File: config.mk
export PLATFORM = sky130hd
export DESIGN_NAME = jss_isqrt
export DESIGN_NICKNAME = d
export VERILOG_FILES = /design/src/rtl/core/jss_isqrt.sv
export SDC_FILE = /design/constraint.sdc
export NUM_CORES = 1
export LEC_CHECK = 0
export BUFFER_PORTS_ARGS = -buffer_cell sky130_fd_sc_hd__buf_2
export CAP_MARGIN = 15
export CORE_AREA = 2 2 75 106
export CTS_BUF_LIST = sky130_fd_sc_hd__clkbuf_4 sky130_fd_sc_hd__clkbuf_8
export DETAILED_ROUTE_END_ITERATION = 6
export DIE_AREA = 0 0 77 108
export PLACE_DENSITY_LB_ADDON = 0.3
export SLEW_MARGIN = 20
export SYNTH_ARGS = -nofsm -noshare
export SYNTH_HDL_FRONTEND = slang
export SYNTH_SLANG_ARGS = --single-unit
export TNS_END_PERCENT = 100
File: constraint.sdc
create_clock -name i_clk -period 13.3 [get_ports i_clk]
set_input_delay 0.665 -clock i_clk [delete_from_list [all_inputs] [get_ports i_clk]]
set_output_delay 0.665 -clock i_clk [all_outputs]
set_load 0.05 [all_outputs]
File: src/rtl/core/jss_isqrt.sv
// Iterative integer square root, one result bit per cycle.
`timescale 1ns / 1ps

module jss_isqrt #(
    parameter int N_WIDTH = 11
) (
    input  logic                       i_clk,
    input  logic                       i_rst_n,
    input  logic                       i_start,
    input  logic [N_WIDTH-1:0]         i_n,
    output logic                       o_done,
    output logic [(N_WIDTH+1)/2-1:0]   o_root
);

    localparam int RW = (N_WIDTH + 1) / 2;
    localparam int SW = 2 * RW;

    logic          r_busy, n_busy;
    logic          r_done, n_done;
    logic [RW-1:0] r_root, n_root;
    logic [RW-1:0] r_bit, n_bit;
    logic [N_WIDTH-1:0] r_n, n_n;
    logic [RW-1:0] cand;
    logic [SW-1:0] cand_sq;

    // trial bit squared against the operand
    assign cand    = r_root | r_bit;
    assign cand_sq = cand * cand;

    always_comb begin
        n_busy = r_busy;
        n_done = 1'b0;
        n_root = r_root;
        n_bit  = r_bit;
        n_n    = r_n;
        if (i_start) begin
            n_busy = 1'b1;
            n_root = '0;
            n_bit  = RW'(1) << (RW - 1);
            n_n    = i_n;
        end else if (r_busy) begin
            if (cand_sq <= SW'(r_n)) begin
                n_root = cand;
            end
            n_bit = r_bit >> 1;
            if (r_bit[0]) begin
                n_busy = 1'b0;
                n_done = 1'b1;
            end
        end
    end

    always_ff @(posedge i_clk) begin
        if (!i_rst_n) begin
            r_busy <= 1'b0;
            r_done <= 1'b0;
        end else begin
            r_busy <= n_busy;
            r_done <= n_done;
        end
        r_root <= n_root;
        r_bit  <= n_bit;
        r_n    <= n_n;
    end

    assign o_done = r_done;
    assign o_root = r_root;

endmodule

Yosys cells after proc, flatten, opt, wreduce, memory -nomap -nowiden --
Index checks and enable logic that the tools add are counted.
Storage, ports and cells: register bits after elaboration 25, output and inout port bits 7
Operators by class: multipliers 1, order comparisons 1, muxes and demuxes 4, bitwise gates (word level) 3, reductions and logical operators 2
Operators with widths (count):
- <= comparator 12 x 11 -> 1 bit | 1
- multiplier 6 x 6 -> 12 bit | 1
- OR 6 bit | 1
- two-way mux 1 bit | 4
- OR reduction 3 bit | 1
- NOT 1 bit | 2
- AND reduction 2 bit | 1

Longest topological paths before layout --
depth after elaboration 4, gate-level depth with buffers 18, depth with buffers taken out 18

Least setup slack after synthesis --
No wires, ideal clock.
path type reg-to-reg, start point register r_root[4], in the netlist o_root[4], end point register r_root[0], in the netlist o_root[0], library setup time 0.101 ns, arrival time 4.833 ns, data required time 13.199 ns, slack 8.366 ns, stages on the path, launching flop included 18, buffers on the path 0, clock period less this slack 4.934 ns, cell sequence dfxtp_1 nor2_1 nor2_1 fa_1 inv_1 fa_1 inv_1 fa_1 ha_1 a31oi_1 o21ai_0 a2111oi_0 nand4b_1 ha_1 a21oi_2 nor3b_2 a32oi_2 o41ai_1
On the way: word-level cells in the longest chain between the ends 4
RTL lines:
- start, declared | line 20 | logic [RW-1:0] r_root, n_root;
- start signal, assigned | line 61 | r_root <= n_root;
- OR 6 bit | line 27 | assign cand = r_root | r_bit;
- multiplier 6 x 6 -> 12 bit | line 28 | assign cand_sq = cand * cand;
- <= comparator 12 x 11 -> 1 bit | line 42 | if (cand_sq <= SW'(r_n)) begin
- AND reduction 2 bit (no line)
No other way between the ends. A chain may end at the register's enable or synchronous reset.

Worst setup path after layout --
start point register r_bit[0], end point register r_root[2], in the netlist o_root[2]
On the way: word-level cells in the longest chain between the ends 4
RTL lines:
- start, declared | line 21 | logic [RW-1:0] r_bit, n_bit;
- start signal, assigned | line 62 | r_bit <= n_bit;
- OR 6 bit | line 27
- multiplier 6 x 6 -> 12 bit | line 28
- <= comparator 12 x 11 -> 1 bit | line 42
- AND reduction 2 bit (no line)
No other way between the ends.

==> metrics.cfg <==
[critical_path]
critical_path.most_common_cell=fa_1
critPathCaptureType=flop
r2r.worst_path.cells=17
crit_type=flop to flop
r2r_start=r_bit[0]$_SDFFE_PP0P_
worst_path_max_delay_cell=fa_1
cp_cell_sequence=nor2_1 -> nor2_1 -> fa_1 -> inv_1 -> fa_1 -> inv_1 -> fa_1 -> ha_1 -> a31oi_1 -> o21ai_0 -> a2111oi_0 -> nand4b_1 -> ha_1 -> a21oi_2 -> nor3b_2 -> a32oi_2 -> o41ai_1
cp_data_required_time_ns=13.47
timing.critical_path.fanout_max=7
timing.critical_path.from_type=flop
timing.rr.end=o_root[2]$_SDFFE_PP0P_
worstPathBufferInverterCount=2
path_depth=17
critical_path.top_delay_family=adder cells
worst_path_largest_cell_delay_ns=0.54
worst-r2r-setup-slack_ns=8.12
worst-endpoint-arrival_ns=5.35

[final_layout]
final_core_utilization_pct=28.2
instances_no_fill=302
design.final.nets=250
fillCellCount=817
post_route_cells_drive_above_1_share_pct=14.6
areaGrowthSynthToFinish_pct=14.0
antenna-diode-count=0

[cts]
cts_buffers=3
tritoncts_num_sinks=25
cts_max_level=1
clock_transition_at_the_register_clock_pins_on_the_worst_setup_and_hold_paths_after_cts_ns=0.09
insertion_delay_of_the_later_clocked_pin_in_the_worst_skew_pair_ns=0.27
resized_cells_post_cts=0
tritoncts=built
cts.root.buffer_cell=clkbuf_8
cts-hold-fix-buffers=0
cts_setup_buffers=0
clock_path_buffers=2

[sta]
timing.clock.skew_ns=0.00450
post-route-min-period_ns=5.18
timing.final.setup_violations=0
final_max_slew_viol_count=0
achievable-frequency_mhz=193
rsz_0062_raised_after_global_routing=no
timing.setup.tns_ns=0
timing_worst_slew_pin_value_ns=0.495
final-hold-violation-count=0
holdWs_ns=0.498
timing.final.crit_share_pct=38.9
slew-limit-headroom_pct=67.0
final.setup.worst_slack_ns=8.12

[grt]
groute.usage.overall_pct=9.08
first_pass_grt_wire_length_um=5980
antenna_found_initial=0
global_route.usage.met1_pct=10.3
global_route.usage.met3_pct=0.751
pin_count_of_the_biggest_net_entering_global_routing=32
number_of_global_route_vias_before_repair=1310
grt_overflow_total=0
top_usage_layer=met2
m2_gr_usage_pct=17.2

[synthesis]
mappedNetlistArea_um2=1810
yosys_warnings=0
synth_largest_area_cell=edfxtp_1
ys_dominant_reg_cell=dfxtp_1
postSynthRegisterBits=25
synth_edf_count=11
syn_nets=229
synth_cell_type_count=39
ys_top_cells_by_count=nor2_1, ha_1, inv_1
synthDominantCellAreaShare_pct=18.3
yosys-top-cells-area=edfxtp_1, dfxtp_1, ha_1
post_synthesis_average_cell_area_um2=9.77
post-synth-top-count-cell=nor2_1
ys_async_sr_fraction_pct=0
syn-instance-count=185
portion_of_the_post_synthesis_area_used_by_sequential_elements_pct=33.8

[floorplanning]
initial_utilization_pct=24.7
floorplan.core_area_um2=7310
num_rows=37
floorplan.die_area_um2=8320
io-pin-count=21
die_y_um=108
die_width_um=77

[min_path]
launch_instance_of_the_worst_min_delay_path=o_root[2]$_SDFFE_PP0P_
hold_path.class=flop to flop
worst_hold_path.num_cells=2
hold-path-endpoint=o_root[2]$_SDFFE_PP0P_

[pwr]
p_leak_nw=0.980
power_density_nw_per_um2=80.5
vdd_ir_drop_max_mv=0.0674

[placed_design]
placed_cells_incl_taps=298
io_buffer_count=20
finalWeightedCongestion=0.813
detailed_place_hpwl_um=2990
dp_worst_setup_slack_ns=8.15

[route]
routed_via_density=4.40
drt_wl_total_um=3540
routed_wire_length_per_instance_um=11.7
dr_total_vias=1328
dr.first_iter.drc_count=22
drcViolationCount=0
ant_nets=0
drt_pre_antenna_iters=4

[outcome]
status=completed

[job]
timing.max_cap.violations=0

==> layout make-up <==
cell class              count  area (µm²)  area share [%]
clock buffers               3        41.3            2.00
multi-input cells         134        1100            53.3
flip-flops and latches     25         611            29.6
inverters                  22        82.6            4.01
well taps                  97         121            5.89
repair buffers             20         100            4.86
clock inverters             1        6.26           0.304
==> sequential cells by signal (all words and copies together) (netlist names) <==
| register | cells |
|---|---|
| r_busy | 1 |
| r_n | 11 |
| o_root | 6 |
| r_bit | 6 |
| o_done | 1 |
==> cell usage in the layout, fill, tap and decap left out, types with 2 or more instances in the layout <==
master / n
xor2_1: 4
nor2_1: 27
a31oi_1: 2
o41ai_1: 5
nor3_1: 4
a21o_1: 3
ha_1: 22
inv_1: 22
dfxtp_1: 14
nand4b_1: 2
nand4_1: 2
edfxtp_1: 11
clkbuf_8: 3
a21oi_1: 5
mux2i_1: 5
fa_1: 8
o21a_1: 2
nand2b_1: 11
nand2_1: 4
xnor2_1: 4
o21ai_0: 5
buf_2: 20
o21ai_1: 2
and2_1: 2
==> where the power goes <==
group / internal, W / leakage, nW / switching [W] / total (W)
logic: 0.0000136 / 0.732 / 0.0000196 / 0.0000332
registers: 0.0000848 / 0.222 / 0.00000306 / 0.0000879
clock network: 0.0000213 / 0.0260 / 0.0000234 / 0.0000447
total: 0.000120 / 0.980 / 0.0000461 / 0.000166
==> logic make-up (layout without fill, tap and decap cells) <==
logic type | count (synthesis) | in the layout | synth area share, %
xor gates and xnor gates | 8 | 8 | 3.88
DFF | 25 | 25 | 33.8
AOI/OAI and AO/OA | 34 | 34 | 14.0
muxes | 5 | 5 | 2.77
adders and majority gates | 30 | 30 | 24.1
buffers and inverters | 26 | 46 | 5.47
and+or+nand+nor | 57 | 57 | 16.0
==> per-layer routing <==
layer | vias up | part of all wire (%)
li1 | 685 | -
met1 | 621 | 42
met2 | 20 | 55
met3 | 2 | 1.4
met4 | 0 | 1.6
met5 | - | 0
==> worst register-to-register path: cells and delay by family (launching register included) <==
| family | cells | cell delay, ns |
|---|---|---|
| adders and majority gates | 5 | 2.17 |
| and+or+nand+nor | 4 | 0.85 |
| DFF | 1 | 0.39 |
| AOI/OAI and AO/OA | 6 | 1.55 |
| buffers and inverters | 2 | 0.12 |
==> how the worst max path moves through the flow <==
| stage | slack [ns] | to | startpoint |
|---|---|---|---|
| 3_3_place_gp | 8.17 | o_root[2]$_SDFFE_PP0P_ | r_bit[0]$_SDFFE_PP0P_ |
| 2_1_floorplan | 8.37 | o_root[0]$_SDFFE_PP0P_ | o_root[4]$_SDFFE_PP0P_ |
| 5_1_grt | 7.69 | o_root[0]$_SDFFE_PP0P_ | r_bit[4]$_SDFFE_PP0P_ |
| 3_5_place_dp | 8.15 | o_root[0]$_SDFFE_PP0P_ | r_bit[0]$_SDFFE_PP0P_ |
| 6_report | 8.12 | o_root[2]$_SDFFE_PP0P_ | r_bit[0]$_SDFFE_PP0P_ |
| 4_1_cts | 8.11 | o_root[0]$_SDFFE_PP0P_ | r_bit[0]$_SDFFE_PP0P_ |
==> through the flow <==
stage	area [µm²]	total power [W]
CTS	2060	0.000170
global route	2060	0.000177
detailed placement	2010	0.000123
finish	2060	0.000166
floorplan	1810	0.000114
global placement	2010	0.000124
No activity file was read; power rests on OpenSTA's default activity.
